### src/hdl/irclt_pkg.sv
// ----------------------------------------------------------------------------
// irclt_pkg
// Types, codes and the per-byte field classifier shared by the IRC line
// tokenizer modules.
// ----------------------------------------------------------------------------
package irclt_pkg;

  localparam logic [7:0] CHAR_CR    = 8'h0d;
  localparam logic [7:0] CHAR_LF    = 8'h0a;
  localparam logic [7:0] CHAR_COLON = 8'h3a;
  localparam logic [7:0] CHAR_SPACE = 8'h20;

  localparam logic [12:0] LEN_SAT = 13'h1fff;

  localparam logic [1:0] REG_MAX_PARAMS      = 2'd0;
  localparam logic [1:0] REG_MAX_LINE_LENGTH = 2'd1;

  localparam logic [1:0] KIND_PREFIX   = 2'd0;
  localparam logic [1:0] KIND_COMMAND  = 2'd1;
  localparam logic [1:0] KIND_MIDDLE   = 2'd2;
  localparam logic [1:0] KIND_TRAILING = 2'd3;

  localparam logic [1:0] STATUS_OK     = 2'd0;
  localparam logic [1:0] STATUS_PARAMS = 2'd1;
  localparam logic [1:0] STATUS_LENGTH = 2'd2;

  typedef enum logic [2:0] {
    PH_START,
    PH_PREFIX,
    PH_CMD_SEP,
    PH_COMMAND,
    PH_PARAM_SEP,
    PH_MIDDLE,
    PH_TRAILING,
    PH_DISCARD
  } phase_t;

  typedef enum logic [1:0] {
    EV_NONE,
    EV_BYTE,
    EV_END
  } event_t;

  typedef struct packed {
    phase_t      phase;
    logic [3:0]  param_count;
    logic        field_open;
    logic [1:0]  error_flags;
  } tok_state_t;

  typedef struct packed {
    logic [1:0] kind;
    logic [3:0] idx;
  } tag_t;

  typedef struct packed {
    tok_state_t st;
    event_t     ev;
    tag_t       tag;
  } take_t;

  typedef struct packed {
    logic [3:0]  max_params;
    logic [13:0] limit_m2;
  } cfg_t;

  typedef struct packed {
    logic [7:0] out_byte;
    logic       held_cr;
    logic       byte_valid;
    logic [1:0] field_kind;
    logic [3:0] param_index;
    logic       field_end;
    logic       line_end;
    logic [1:0] status;
  } result_t;

  function automatic tag_t tag_of(phase_t ph, logic [3:0] count);
    tag_t t;
    t.kind = KIND_PREFIX;
    t.idx  = 4'd0;
    unique case (ph)
      PH_COMMAND:  t.kind = KIND_COMMAND;
      PH_MIDDLE: begin
        t.kind = KIND_MIDDLE;
        t.idx  = count - 4'd1;
      end
      PH_TRAILING: begin
        t.kind = KIND_TRAILING;
        t.idx  = count - 4'd1;
      end
      PH_START, PH_PREFIX, PH_CMD_SEP, PH_PARAM_SEP, PH_DISCARD: t.kind = KIND_PREFIX;
    endcase
    return t;
  endfunction

  function automatic logic [1:0] status_of(logic [1:0] flags);
    logic [1:0] s;
    if (flags[1]) s = STATUS_LENGTH;
    else if (flags[0]) s = STATUS_PARAMS;
    else s = STATUS_OK;
    return s;
  endfunction

  // Classify one non-framing byte that lies within the length limit.
  function automatic take_t take_byte(tok_state_t s, logic [7:0] b, logic [3:0] mp);
    take_t      r;
    logic       sp;
    logic       colon;
    logic [3:0] mpe;
    r.st  = s;
    r.ev  = EV_NONE;
    r.tag = '0;
    sp    = (b == CHAR_SPACE);
    colon = (b == CHAR_COLON);
    mpe   = (mp == 4'd0) ? 4'd1 : mp;
    unique case (s.phase)
      PH_START: begin
        if (colon) begin
          r.st.phase      = PH_PREFIX;
          r.st.field_open = 1'b1;
        end else if (sp) begin
          r.st.phase = PH_CMD_SEP;
        end else begin
          r.st.phase      = PH_COMMAND;
          r.st.field_open = 1'b1;
          r.ev            = EV_BYTE;
          r.tag           = tag_of(PH_COMMAND, s.param_count);
        end
      end
      PH_CMD_SEP: begin
        if (!sp) begin
          r.st.phase      = PH_COMMAND;
          r.st.field_open = 1'b1;
          r.ev            = EV_BYTE;
          r.tag           = tag_of(PH_COMMAND, s.param_count);
        end
      end
      PH_PREFIX, PH_COMMAND, PH_MIDDLE: begin
        r.tag = tag_of(s.phase, s.param_count);
        if (sp) begin
          r.st.phase      = (s.phase == PH_PREFIX) ? PH_CMD_SEP : PH_PARAM_SEP;
          r.st.field_open = 1'b0;
          r.ev            = EV_END;
        end else begin
          r.ev = EV_BYTE;
        end
      end
      PH_PARAM_SEP: begin
        if (!sp) begin
          if (s.param_count >= mpe) begin
            r.st.error_flags = s.error_flags | 2'b01;
            r.st.phase       = PH_DISCARD;
            r.st.field_open  = 1'b0;
          end else begin
            r.st.param_count = s.param_count + 4'd1;
            r.st.phase       = colon ? PH_TRAILING : PH_MIDDLE;
            r.st.field_open  = 1'b1;
            if (!colon) begin
              r.ev  = EV_BYTE;
              r.tag = tag_of(PH_MIDDLE, r.st.param_count);
            end
          end
        end
      end
      PH_TRAILING: begin
        r.ev  = EV_BYTE;
        r.tag = tag_of(PH_TRAILING, s.param_count);
      end
      PH_DISCARD: r.ev = EV_NONE;
    endcase
    return r;
  endfunction

endpackage

### src/hdl/irclt_cfg.sv
// ----------------------------------------------------------------------------
// irclt_cfg
// Configuration registers; stores the line limit already clamped, minus two.
// ----------------------------------------------------------------------------
module irclt_cfg import irclt_pkg::*; #(
  parameter int MAX_LINE = 4096
) (
  input  logic        clk,
  input  logic        rst,
  input  logic        wr_en,
  input  logic [1:0]  wr_index,
  input  logic [12:0] wr_data,
  output cfg_t        cfg
);

  localparam logic [13:0] MaxLine = 14'(MAX_LINE);
  localparam logic [13:0] MinLine = 14'd16;

  function automatic logic [13:0] limit_m2_of(logic [12:0] v);
    logic [13:0] l;
    l = {1'b0, v};
    if (l > MaxLine) l = MaxLine;
    if (l < MinLine) l = MinLine;
    return l - 14'd2;
  endfunction

  always_ff @(posedge clk) begin
    if (rst) begin
      cfg.max_params <= 4'd15;
      cfg.limit_m2   <= limit_m2_of(13'd512);
    end else if (wr_en) begin
      unique case (wr_index)
        REG_MAX_PARAMS:      cfg.max_params <= wr_data[3:0];
        REG_MAX_LINE_LENGTH: cfg.limit_m2   <= limit_m2_of(wr_data);
        default: ;
      endcase
    end
  end

endmodule

### src/hdl/irclt_core.sv
// ----------------------------------------------------------------------------
// irclt_core
// Line state registers and the single-pass byte classifier.
// ----------------------------------------------------------------------------
module irclt_core import irclt_pkg::*; (
  input  logic       clk,
  input  logic       rst,
  input  logic       fire,
  input  logic [7:0] data_byte,
  input  cfg_t       cfg,
  output logic       res_valid,
  output result_t    res
);

  tok_state_t  st;
  tok_state_t  st_next;
  logic        cr_pending;
  logic        cr_pending_next;
  logic [12:0] line_length;
  logic [12:0] line_length_next;

  take_t       t1;
  take_t       t2;
  tok_state_t  s1;
  logic        hc;
  logic        bv;
  logic        fe;

  always_comb begin
    st_next          = st;
    cr_pending_next  = cr_pending;
    line_length_next = line_length;
    res              = '0;
    res_valid        = 1'b0;
    t1               = '0;
    t2               = '0;
    s1               = st;
    hc               = 1'b0;
    bv               = 1'b0;
    fe               = 1'b0;
    if (cr_pending && data_byte == CHAR_LF) begin
      res.line_end = 1'b1;
      if (st.field_open) begin
        res.field_end = 1'b1;
        {res.field_kind, res.param_index} = tag_of(st.phase, st.param_count);
      end
      res.status       = status_of(st.error_flags);
      res_valid        = 1'b1;
      st_next          = '{phase: PH_START, param_count: 4'd0, field_open: 1'b0,
                           error_flags: 2'b00};
      cr_pending_next  = 1'b0;
      line_length_next = 13'd0;
    end else begin
      if (cr_pending) begin
        if ({1'b0, line_length} > cfg.limit_m2) begin
          s1.error_flags = st.error_flags | 2'b10;
        end else begin
          t1 = take_byte(st, CHAR_CR, cfg.max_params);
          s1 = t1.st;
          hc = (t1.ev == EV_BYTE);
        end
      end
      line_length_next = (line_length == LEN_SAT) ? line_length : line_length + 13'd1;
      cr_pending_next  = (data_byte == CHAR_CR);
      st_next          = s1;
      if (data_byte != CHAR_CR) begin
        if ({1'b0, line_length_next} > cfg.limit_m2) begin
          st_next.error_flags = s1.error_flags | 2'b10;
        end else begin
          t2      = take_byte(s1, data_byte, cfg.max_params);
          st_next = t2.st;
          bv      = (t2.ev == EV_BYTE);
          fe      = (t2.ev == EV_END);
        end
      end
      res.out_byte   = bv ? data_byte : 8'd0;
      res.held_cr    = hc;
      res.byte_valid = bv;
      res.field_end  = fe;
      if (bv || fe) begin
        {res.field_kind, res.param_index} = t2.tag;
      end else if (hc) begin
        {res.field_kind, res.param_index} = t1.tag;
      end
      res.status = status_of(st_next.error_flags);
      res_valid  = hc || bv || fe;
    end
  end

  always_ff @(posedge clk) begin
    if (rst) begin
      st          <= '{phase: PH_START, param_count: 4'd0, field_open: 1'b0,
                       error_flags: 2'b00};
      cr_pending  <= 1'b0;
      line_length <= 13'd0;
    end else if (fire) begin
      st          <= st_next;
      cr_pending  <= cr_pending_next;
      line_length <= line_length_next;
    end
  end

endmodule

### src/hdl/irc_line_tokenizer_unit.sv
// ----------------------------------------------------------------------------
// irc_line_tokenizer_unit
// Frames an IRC byte stream on CR LF and tags each content byte with its
// field kind and parameter index.
// ----------------------------------------------------------------------------
// One byte is accepted per clock cycle as long as the consumer does not stall.
// A byte is held in the input register, is classified in one pass and lands
// in the result register once the output is free. Bytes that produce no
// result (spaces between fields, held CR, dropped bytes) leave the result
// register untouched and clear out_valid. Configuration writes are
// registered; cfg_ready is always high.
// ----------------------------------------------------------------------------
module irc_line_tokenizer_unit import irclt_pkg::*; #(
  parameter int MAX_LINE = 4096
) (
  input  logic        clk,
  input  logic        rst,
  input  logic        in_valid,
  output logic        in_stall,
  input  logic [7:0]  data_byte,
  input  logic        cfg_valid,
  output logic        cfg_ready,
  input  logic [1:0]  cfg_index,
  input  logic [12:0] cfg_data,
  output logic        out_valid,
  input  logic        out_stall,
  output logic [7:0]  out_byte,
  output logic        held_cr,
  output logic        byte_valid,
  output logic [1:0]  field_kind,
  output logic [3:0]  param_index,
  output logic        field_end,
  output logic        line_end,
  output logic [1:0]  status
);

  cfg_t       cfg;
  logic       in_full;
  logic [7:0] in_byte;
  logic       advance;
  logic       accept;
  logic       res_valid;
  result_t    res;
  result_t    out_reg;

  assign cfg_ready = 1'b1;
  assign advance   = in_full && (!out_valid || !out_stall);
  assign in_stall  = in_full && !advance;
  assign accept    = in_valid && !in_stall;

  irclt_cfg #(
    .MAX_LINE (MAX_LINE)
  ) u_cfg (
    .clk      (clk),
    .rst      (rst),
    .wr_en    (cfg_valid),
    .wr_index (cfg_index),
    .wr_data  (cfg_data),
    .cfg      (cfg)
  );

  irclt_core u_core (
    .clk       (clk),
    .rst       (rst),
    .fire      (advance),
    .data_byte (in_byte),
    .cfg       (cfg),
    .res_valid (res_valid),
    .res       (res)
  );

  always_ff @(posedge clk) begin
    if (rst) begin
      in_full   <= 1'b0;
      out_valid <= 1'b0;
    end else begin
      if (accept) begin
        in_full <= 1'b1;
      end else if (advance) begin
        in_full <= 1'b0;
      end
      if (advance) begin
        out_valid <= res_valid;
      end else if (!out_stall) begin
        out_valid <= 1'b0;
      end
    end
  end

  always_ff @(posedge clk) begin
    if (accept) begin
      in_byte <= data_byte;
    end
    if (advance && res_valid) begin
      out_reg <= res;
    end
  end

  assign out_byte    = out_reg.out_byte;
  assign held_cr     = out_reg.held_cr;
  assign byte_valid  = out_reg.byte_valid;
  assign field_kind  = out_reg.field_kind;
  assign param_index = out_reg.param_index;
  assign field_end   = out_reg.field_end;
  assign line_end    = out_reg.line_end;
  assign status      = out_reg.status;

endmodule
### config.mk
export PLATFORM = sky130hd
export DESIGN_NAME = irc_line_tokenizer_unit
export DESIGN_NICKNAME = d
export VERILOG_FILES = /design/src/hdl/irclt_pkg.sv /design/src/hdl/irclt_cfg.sv /design/src/hdl/irclt_core.sv /design/src/hdl/irc_line_tokenizer_unit.sv
export SDC_FILE = /design/constraint.sdc
export NUM_CORES = 1
export LEC_CHECK = 0
export BUFFER_PORTS_ARGS = -buffer_cell sky130_fd_sc_hd__buf_2
export CORE_UTILIZATION = 60
export CTS_CLUSTER_DIAMETER = 30
export DETAILED_ROUTE_END_ITERATION = 8
export GPL_TIMING_DRIVEN = 0
export MAX_ROUTING_LAYER = met4
export PLACE_DENSITY_LB_ADDON = 0.08
export SYNTH_ARGS = -nofsm -noshare
export SYNTH_HDL_FRONTEND = slang
export SYNTH_SLANG_ARGS = --single-unit
### constraint.sdc
create_clock -name clk -period 9.32 [get_ports clk]
set_clock_uncertainty 0.2 [all_clocks]
set_input_delay 0.932 -clock clk [delete_from_list [all_inputs] [get_ports clk]]
set_output_delay 0.932 -clock clk [all_outputs]
set_load 0.05 [all_outputs]
==> results of run 1 <==
flip-flops by register name (all words and copies together), names as in the netlist, 2 cells and up:
signal and count:
field_kind 2, in_byte 8, out_byte 8, param_index 4, status 2, u_cfg.cfg 18, u_core.line_length 13, u_core.st 10
worst max-delay path, delay by kind of cell, from the launching register on:
kind	cells	cell delay, ns
AND/OR/NAND/NOR	9	2.19
adder cells (fa/ha/maj)	2	0.66
flip-flops	1	0.56
buffers and inverters	2	0.40
AO/OA/AOI/OAI	5	1.09
XOR/XNOR	1	0.46
power groups by stage:
| stage | combinational [mW] | sequential, mW | clock (mW) |
|---|---|---|---|
| 2_1_floorplan | 0.0451 | 0.363 | 0 |
| 3_3_place_gp | 0.0809 | 0.352 | 0 |
| 3_5_place_dp | 0.0847 | 0.352 | 0 |
| 4_1_cts | 0.0850 | 0.345 | 0.254 |
| 5_1_grt | 0.0943 | 0.347 | 0.269 |
| 6_report | 0.0862 | 0.345 | 0.252 |
cells in the final DEF, fill, tap and decap left out, types with 13 or more instances in the layout:
cell type,count
nand4_1,13
buf_2,52
nand3_1,18
nor3_1,24
nor2_1,54
edfxtp_1,28
clkbuf_1,14
inv_1,36
dfxtp_1,44
ha_1,41
nand2_1,50
o21ai_0,28
a21oi_1,47
and2_1,13
cell type report:
| type | instances | area (um^2) |
|---|---|---|
| Clock buffer | 9 | 123.9 |
| Inverter | 38 | 142.6 |
| Buffer | 24 | 115.1 |
| Sequential cell | 72 | 1722 |
| Clock inverter | 7 | 71.32 |
| Timing Repair Buffer | 48 | 262.8 |
| Multi-Input combinational cell | 452 | 3045 |
| Fill cell | 696 | 2561 |
| Tap cell | 105 | 131.4 |
per-layer routing:
metal  vias up  track usage [%]
li1       2291                -
met4         0            10.51
met2       260            49.94
met1      2242            44.57
met3        37            7.236
met5         -                -
synth_stat cells (4+ instances only):
cell      count
nor3_1       24
a21oi_1      47
o21ai_0      28
dfxtp_1      44
nand2b_1      6
xor2_1        9
clkbuf_1     14
nand3_1      18
inv_1        36
and2_1       13
and3_1        5
a31oi_1       7
a21boi_0      4
a32o_1        4
buf_2         5
o211ai_1      6
nand2_1      50
ha_1         41
a22oi_1       6
edfxtp_1     28
xnor2_1      10
nand4_1      13
o31ai_1       6
o21ai_1       6
nor2_1       55
nor2b_1       5
per-stage QoR:
step                      cell area (um^2)  utilization, %  total power, mW  hold WS, ns
after floorplan                       5022               -           0.4086       0.2319
after global placement                5389           65.92           0.4328       0.2419
after detailed placement              5419           66.28           0.4370       0.2687
after CTS                             5614           68.67           0.6842       0.2800
after global routing                  5614           68.67           0.7101       0.2929
final                                 5614           68.67           0.6830       0.2781
how the worst max path moves through the flow:
stage | to | slack [ns] | cells past startpoint
6_report | out_byte[5] | 3.45 | 19
2_1_floorplan | byte_valid | 4.18 | 19
3_3_place_gp | out_byte[3] | 2.85 | 18
3_5_place_dp | out_byte[3] | 3.64 | 19
5_1_grt | out_byte[5] | 3.21 | 19
4_1_cts | out_byte[5] | 3.61 | 19
cell families after synthesis:
logic type / count (synthesis) / share of synthesized area, %
mux: 3 / 0.6477
flops: 72 / 34.28
other cells: 1 / 0.07467
buf+inv: 62 / 5.132
simple gates: 221 / 22.82
xor+xnor: 20 / 3.637
fa+ha+maj: 42 / 10.41
compound gates: 165 / 23.00
==> results.sh, run 1 <==
export IMPL_routedWlPerCell_um=17.61
export IMPL_hp_start="u_cfg.cfg[9]"
export IMPL_syn_area_mm2=0.005022
export IMPL_reg2regPathDepth=19
export IMPL_synth_nets=655
export IMPL_power_internal_uw=488.9
export IMPL_die_h_um=93.49
export IMPL_p_leak_nw=2.346
export IMPL_r2r_end="out_byte[5]"
export IMPL_drv_slew=0
export IMPL_critical_path_cell_chain="inv_1 -> ha_1 -> nand2b_1 -> a2111oi_0 -> nor2_1 -> nor2_2 -> nand3_1 -> xnor2_1 -> ha_1 -> o21a_1 -> nor2_1 -> a21oi_1 -> nor2_1 -> o31a_1 -> o311ai_2 -> nor2_2 -> nor3_1 -> nor2_2 -> buf_16"
export IMPL_grt_max_degree=19
export IMPL_finalCritPeriodShare_pct=62.96
export IMPL_cap_violations=0
export IMPL_critPathKind="reg -> reg"
export IMPL_wl_met1_um=5944
export IMPL_fin_tns_setup_ns=0
export IMPL_layout_cells_non_filler=755
export IMPL_p_clk_share_pct=36.8
export IMPL_yosys_warnings=0
export IMPL_crit_arrival_ns=5.74
export IMPL_htreeDepth=3
export IMPL_pwr_share_seq_pct=50.5
export IMPL_nets=714
export IMPL_ys_flop_type="dfxtp_1"
export IMPL_drive_above_1_share_pct=16.00
export IMPL_met3WireLength_um=1180
export IMPL_synth_cell_types=90
export IMPL_cts_made_buffers=9
export IMPL_synth_edff_count=28
export IMPL_setup_worst_path_end_class="flip-flop"
export IMPL_clk_path_buf_depth=2
export IMPL_cp_max_fo=18
export IMPL_drtPass1Iterations=5
export IMPL_gp_congestion=1.008
export IMPL_drt_wl_total_um=13300
export IMPL_cts_tree="yes"
export IMPL_grt_pass1_wl_um=21740
export IMPL_place_ws_ns=3.639
export IMPL_ir_drop_mv=0.1030
export IMPL_num_rows=33
export IMPL_setup_violations=0
export IMPL_start_util_pct=61.43
export IMPL_root_buffer="clkbuf_8"
export IMPL_synth_top_area_share_pct=17.54
export IMPL_reg2reg_slack_ns=3.45
export IMPL_grt_antenna_before_repair=0
export IMPL_post_cts_setup_buffers=0
export IMPL_p_sw_uw=194.1
export IMPL_crit_start="u_core.st[3]"
export IMPL_highest_layer="met4"
export IMPL_wl_met2_um=5839
export IMPL_ioPinCount=51
export IMPL_min_to="u_cfg.cfg[9]"
export IMPL_cts_sinks=72
export IMPL_required_ns=9.19
export IMPL_antenna_cells=0
export IMPL_vias_per_cell=6.397
export IMPL_final_antenna_net_count=0
export IMPL_yosysSeqAreaShare_pct=34.28
export IMPL_p_per_area_mw_per_mm2=121.6
export IMPL_async_flop_share_pct=0
export IMPL_min_path_type="reg -> reg"
export IMPL_grtUsageTotal_pct=33.20
export IMPL_die_area_mm2=0.008740
export IMPL_timing_fmax_mhz=170.4
export IMPL_combPwrFrac_pct=12.6
export IMPL_drt_iter0_drc=407
export IMPL_post_synth_main_area_contributors="dfxtp_1 (18%), edfxtp_1 (17%), ha_1 (10%), a21oi_1 (4.7%), nor2_1 (4.1%)"
export IMPL_rsz0062_at_grt="false"
export IMPL_clk_pin_slew_ns=0.08
export IMPL_die_w_um=93.49
export IMPL_hpwl_um=9926
export IMPL_worstMarginPinSlew_ns=0.7738
export IMPL_first_global_vias=4406
export IMPL_r2r_start="u_core.st[3]"
export IMPL_holdBufCountCts=0
export IMPL_worstHoldPathCells=2
export IMPL_portBuffers=47
export IMPL_hold_viol=0
export IMPL_status="completed"
export IMPL_synthCells=586
export IMPL_dp_cells=739
export IMPL_synth_top_area_cell="dfxtp_1"
export IMPL_postCtsResizedCells=0
export IMPL_coreArea_mm2=0.008175
export IMPL_route_vias_total=4830
export IMPL_ys_ff_latch=72
export IMPL_p_sw_share_pct=28.42
export IMPL_startpoint_type="flip-flop"
export IMPL_avgSynthCellArea_um2=8.571
export IMPL_crit_path_max_incr_delay_ns=0.56
export IMPL_timing_slew_headroom_pct=48.01
export IMPL_fin_ws_ns=3.452
export IMPL_worstSkewPairLatency_ns=0.36
export IMPL_grt_overflow_total=0
export IMPL_cp_slowest_cell="dfxtp_1"
export IMPL_drc=0
export IMPL_min_period_ns=5.868
export IMPL_area_delta_synth_final_pct=11.78
Note: power is estimated with default switching activity, not from simulation.
==> run 2, diff against run 1 <==
--- a/config.mk
+++ b/config.mk
@@ -5,6 +5,7 @@
 export SDC_FILE = /design/constraint.sdc
 export NUM_CORES = 1
 export LEC_CHECK = 0
+export ABC_AREA = 1
 export BUFFER_PORTS_ARGS = -buffer_cell sky130_fd_sc_hd__buf_2
 export CORE_UTILIZATION = 60
 export CTS_CLUSTER_DIAMETER = 30
==> constraint.sdc (replaced) <==
create_clock -name clk -period 5.48 [get_ports clk]
set_clock_uncertainty 0.2 [all_clocks]
set_input_delay 0.548 -clock clk [delete_from_list [all_inputs] [get_ports clk]]
set_output_delay 0.548 -clock clk [all_outputs]
set_load 0.05 [all_outputs]
==> results.sh, run 2 <==
export IMPL_drv_slew=0
export IMPL_crit_path_max_incr_delay_ns=0.37
export IMPL_met3WireLength_um=554
export IMPL_fin_tns_setup_ns=0
export IMPL_yosysSeqAreaShare_pct=31.73
export IMPL_whs_ns=0.1582
export IMPL_drive_above_1_share_pct=17.28
export IMPL_avgSynthCellArea_um2=7.274
export IMPL_total_power_mw=1.230
export IMPL_layout_common_cells="nand2_1 (194), inv_1 (106), a21oi_1 (58)"
export IMPL_worstSkewPairLatency_ns=0.36
export IMPL_required_ns=5.31
export IMPL_antenna_cells=0
export IMPL_synth_commonest_cells="nand2_1 (194), inv_1 (107), a21oi_1 (58)"
export IMPL_p_leak_nw=2.935
export IMPL_syn_area_mm2=0.005426
export IMPL_cp_max_fo=20
export IMPL_clk_pin_slew_ns=0.09
export IMPL_wl_met1_um=5783
export IMPL_worstMarginPinSlew_ns=0.6944
export IMPL_synth_top_area_cell="dfxtp_1"
export IMPL_die_h_um=97.10
export IMPL_portBuffers=48
export IMPL_ys_ff_latch=72
export IMPL_post_synth_main_area_contributors="dfxtp_1 (16%), edfxtp_1 (15%), nand2_1 (13%), ha_1 (9.5%), inv_1 (7.4%)"
export IMPL_drt_wl_total_um=12830
export IMPL_die_w_um=97.10
export IMPL_synth_top_area_share_pct=16.23
export IMPL_synth_nets=815
export IMPL_post_cts_setup_buffers=0
export IMPL_largest_reg_flops=18
export IMPL_regArea_mm2=0.001722
export IMPL_cp_slowest_cell="dfxtp_1"
export IMPL_timing_fmax_mhz=204.4
export IMPL_fillers=737
export IMPL_status="completed"
export IMPL_ir_drop_mv=0.1936
export IMPL_drc=0
export IMPL_finalCritPeriodShare_pct=89.26
export IMPL_grt_pass1_wl_um=21550
export IMPL_ioPinCount=51
export IMPL_yosysMostFrequentCell="nand2_1"
export IMPL_setup_violations=0
export IMPL_hpwl_um=10100
export IMPL_vias_per_cell=5.402
export IMPL_async_flop_share_pct=0
export IMPL_grt_overflow_total=0
export IMPL_fin_ws_ns=0.5887
export IMPL_regMostFlops="u_cfg.cfg"
export IMPL_route_vias_total=4959
export IMPL_htreeDepth=3
export IMPL_postCtsResizedCells=0
export IMPL_die_area_mm2=0.009428
export IMPL_layout_cells_non_filler=918
export IMPL_cts_tree="yes"
export IMPL_wl_met2_um=6207
export IMPL_highest_layer="met4"
export IMPL_startpoint_type="flip-flop"
export IMPL_yosys_warnings=0
export IMPL_coreArea_mm2=0.008721
export IMPL_routedWlPerCell_um=13.98
export IMPL_start_util_pct=62.22
export IMPL_holdBufCountCts=0
export IMPL_synth_cell_types=51
export IMPL_layout_commonest_cell="nand2_1"
export IMPL_root_buffer="clkbuf_8"
export IMPL_multi_input_area_mm2=0.003162
export IMPL_critPathKind="reg -> reg"
export IMPL_area_delta_synth_final_pct=10.56
export IMPL_crit_arrival_ns=4.72
export IMPL_cap_violations=0
export IMPL_gp_congestion=0.9292
export IMPL_num_rows=34
export IMPL_p_per_area_mw_per_mm2=205.0
export IMPL_ys_flop_type="dfxtp_1"
export IMPL_grt_max_degree=21
export IMPL_cts_made_buffers=9
export IMPL_hold_viol=0
export IMPL_final_antenna_net_count=0
export IMPL_clk_path_buf_depth=2
export IMPL_min_period_ns=4.891
export IMPL_synthCells=746
export IMPL_timing_slew_headroom_pct=53.35
export IMPL_min_path_type="in -> reg"
export IMPL_grt_antenna_before_repair=0
export IMPL_path_buf_inv=6
export IMPL_place_ws_ns=0.3799
export IMPL_rsz0062_at_grt="false"
export IMPL_synth_edff_count=28
export IMPL_nets=874
export IMPL_setup_worst_path_end_class="flip-flop"
export IMPL_dp_cells=902
export IMPL_drt_iter0_drc=275
export IMPL_top_regs="u_cfg.cfg: 18 flops, u_core.line_length: 13 flops, u_core.st: 10 flops"
export IMPL_critPathTopFamily="simple AND/OR/NAND/NOR gates"
export IMPL_cts_sinks=72
export IMPL_drtPass1Iterations=7
export IMPL_grtUsageTotal_pct=29.04
export IMPL_first_global_vias=4637
export IMPL_crit_top_cell="nand2_1"
## run 2: cells by family (layout without fill, tap and decap cells)
kind of cell,after synthesis,count (layout),share of synthesized area [%]
xor+xnor,23,23,3.851
compound gates,121,121,12.96
simple gates,355,355,31.93
other cells,1,1,0.06911
buf+inv,133,197,10.01
fa+ha+maj,41,41,9.454
flops,72,72,31.73
## run 2: metal layers
metal	track usage, %	vias to the layer above
li1	-	2555
met1	35.63	2239
met2	48.86	144
met3	4.532	21
met4	9.644	0
met5	-	-
## run 2: final timing paths
check | from | end | slack, ns | cells past startpoint
min | data_byte[6] | in_byte[6] | 0.16 | 1
min reg2reg | u_cfg.cfg[7] | u_cfg.cfg[7] | 0.28 | 2
max | u_core.st[3] | param_index[2] | 0.59 | 28
max reg2reg | u_core.st[3] | param_index[2] | 0.59 | 28
## run 2: metrics by stage
stage,area [um^2],utilization [%]
after CTS,5996,68.75
final,6000,68.79
after global routing,6000,68.79
after detailed placement,5802,66.53
after floorplan,5426,-
after global placement,5802,66.53
## run 2: cell type report
cell class / count / share of cell area, %
Clock buffer: 9 / 2.065
Sequential cell: 72 / 28.70
Multi-Input combinational cell: 541 / 52.70
Buffer: 16 / 1.564
Inverter: 117 / 7.550
Tap cell: 108 / 2.252
Clock inverter: 7 / 1.168
Timing Repair Buffer: 48 / 4.004
## run 2: where the power goes
part	internal, mW	switching [mW]
Sequential	0.582	0.0101
Combinational	0.0609	0.149
Clock	0.210	0.218
Total	0.853	0.377
==> run 3, diff against run 2 <==
--- a/config.mk
+++ b/config.mk
@@ -5,8 +5,9 @@
 export SDC_FILE = /design/constraint.sdc
 export NUM_CORES = 1
 export LEC_CHECK = 0
-export ABC_AREA = 1
+export ABC_CLOCK_PERIOD_IN_PS = 5480
 export BUFFER_PORTS_ARGS = -buffer_cell sky130_fd_sc_hd__buf_2
+export CORE_ASPECT_RATIO = 0.75
 export CORE_UTILIZATION = 60
 export CTS_CLUSTER_DIAMETER = 30
 export DETAILED_ROUTE_END_ITERATION = 8
==> results.sh, run 3 (same netlist as run 1, synthesis figures left out) <==
export IMPL_clk_pin_slew_ns=0.08
export IMPL_grt_pass1_wl_um=22110
export IMPL_die_h_um=81.24
export IMPL_start_util_pct=62.88
export IMPL_worstSkewPairLatency_ns=0.36
export IMPL_drt_iter0_drc=594
export IMPL_fillers=616
export IMPL_p_leak_nw=2.382
export IMPL_pwr_share_seq_pct=49.9
export IMPL_worstMarginPinSlew_ns=0.8200
export IMPL_critPathKind="reg -> reg"
export IMPL_hold_viol=0
export IMPL_drive_above_1_share_pct=17.30
export IMPL_timing_fmax_mhz=188.6
export IMPL_gp_congestion=0.9497
export IMPL_drc=0
export IMPL_holdBufCountCts=0
export IMPL_ir_drop_mv=0.1966
export IMPL_coreArea_mm2=0.007988
export IMPL_min_period_ns=5.303
export IMPL_htreeDepth=3
export IMPL_largest_reg_flops=18
export IMPL_met1_usage_pct=48.86
export IMPL_routedWlPerCell_um=18.69
export IMPL_use_met3_pct=7.705
export IMPL_root_buffer="clkbuf_8"
export IMPL_clk_path_buf_depth=2
export IMPL_hpwl_um=10570
export IMPL_drt_wl_total_um=14160
export IMPL_regMostFlops="u_cfg.cfg"
export IMPL_vias_per_cell=6.369
export IMPL_min_path_type="in -> reg"
export IMPL_cts_sinks=72
export IMPL_portBuffers=47
export IMPL_grt_antenna_before_repair=0
export IMPL_drv_slew=0
export IMPL_combPwrFrac_pct=13.1
export IMPL_first_global_vias=4287
export IMPL_timing_slew_headroom_pct=44.91
export IMPL_route_vias_total=4828
export IMPL_place_area_mm2=0.005391
export IMPL_drtPass1Iterations=6
export IMPL_grtUsageMet2_pct=49.17
export IMPL_final_area_mm2=0.005690
export IMPL_grt_overflow_total=0
export IMPL_layout_common_cells="nor2_1 (53), buf_2 (52), nand2_1 (50)"
export IMPL_die_area_mm2=0.008745
export IMPL_hp_start="data_byte[3]"
export IMPL_power_internal_uw=834.5
export IMPL_p_sw_share_pct=29.00
export IMPL_grtUsageTotal_pct=34.56
export IMPL_grt_max_degree=14
export IMPL_nets=717
export IMPL_antenna_cells=0
export IMPL_p_per_area_mw_per_mm2=206.6
export IMPL_final_antenna_net_count=0
export IMPL_ioPinCount=51
export IMPL_setup_worst_path_end_class="flip-flop"
export IMPL_num_rows=28
export IMPL_p_clk_share_pct=37.0
export IMPL_p_sw_uw=340.9
export IMPL_cts_made_buffers=9
export IMPL_finalCritPeriodShare_pct=96.77
export IMPL_top_regs="u_cfg.cfg: 18 flops, u_core.line_length: 13 flops, u_core.st: 10 flops"
export IMPL_worstHoldPathCells=1
export IMPL_regArea_mm2=0.001723
export IMPL_required_ns=5.41
export IMPL_top_usage_layer="met2"
export IMPL_setup_violations=0
export IMPL_startpoint_type="flip-flop"
export IMPL_fin_tns_setup_ns=0
export IMPL_layout_commonest_cell="nor2_1"
export IMPL_status="completed"
export IMPL_cp_max_fo=10
export IMPL_crit_arrival_ns=5.23
export IMPL_r2r_start="u_core.line_length[3]"
export IMPL_cts_tree="yes"
export IMPL_area_delta_synth_final_pct=13.30
export IMPL_crit_start="u_core.line_length[3]"
export IMPL_cap_violations=0
export IMPL_die_w_um=107.6
export IMPL_reg2regPathDepth=20
export IMPL_final_core_utilization_pct=71.24
export IMPL_multi_input_area_mm2=0.003100
run 3: cell types whose count changed in the layout (fill, tap and decap cells not counted), moves of 11 or more:
cell,delta
nor3_1,+13
a21oi_1,-11
inv_1,-70
nor2_2,-12
and2_1,+12
nand3_1,-22
nand2_1,-144
run 3: worst paths after layout:
path                            slack, ns            end
worst max-delay path                 0.18  field_kind[0]
worst min-delay path                 0.16     in_byte[3]
worst max register to register       0.18  field_kind[0]
worst min register to register       0.26   u_cfg.cfg[9]
run 3: per-stage QoR:
stage / hold WS [ns] / worst slack [ns] / cells / total power [mW]
floorplan: 0.2319 / 0.3405 / 586 / 0.6949
global placement: 0.2427 / -0.8282 / 738 / 0.7378
detailed placement: 0.2504 / -0.5090 / 738 / 0.7428
CTS: 0.1452 / 0.02810 / 755 / 1.169
global route: 0.1478 / -0.05313 / 758 / 1.210
finish: 0.1554 / 0.1769 / 758 / 1.175
run 3: layer usage:
metal	up-vias	share of wire [%]
met4	0	1.5
met1	2255	47
met3	23	9.5
li1	2299	-
met2	251	42
met5	-	0
run 3: area by class of cell:
| class | instances | area share (%) |
|---|---|---|
| Tap cell | 105 | 2.309 |
| Timing Repair Buffer | 50 | 4.969 |
| Multi-Input combinational cell | 453 | 54.49 |
| Clock buffer | 9 | 2.177 |
| Buffer | 24 | 2.023 |
| Inverter | 38 | 2.507 |
| Sequential cell | 72 | 30.28 |
| Clock inverter | 7 | 1.253 |
run 3: worst max-delay path: stages, from the launching register on:
cell and delay [ns]:
dfxtp_1 0.34, buf_2 0.21, and4_1 0.28, and3_2 0.24
nand3_2 0.11, or3_1 0.36, buf_2 0.19, nand4_1 0.32
nor2_1 0.15, xor2_1 0.17, ha_1 0.31, nand3_1 0.16
o221ai_2 0.26, a211oi_1 0.08, a2111o_1 0.47, and2_2 0.28
o311ai_4 0.17, nor2_4 0.15, nor3_4 0.35, nor2_4 0.06
buf_12 0.18
run 3: what timing repair did:
| item | 4_1_cts | 5_1_grt |
|---|---|---|
| gates cloned | 1 | 0 |
| pin swaps | 1 | 3 |
| endpoints found under the setup margin | 20 | 33 |
| setup buffers | 0 | 3 |
| resized for setup | 4 | 7 |
run 3: power by group through the flow:
stage               registers [mW]  clock network [mW]  logic (mW)
floorplan                    0.618                   0      0.0768
detailed placement           0.599                   0       0.144
global route                 0.589               0.453       0.168
finish                       0.587               0.435       0.154
CTS                          0.587               0.436       0.146
global placement             0.598                   0       0.139
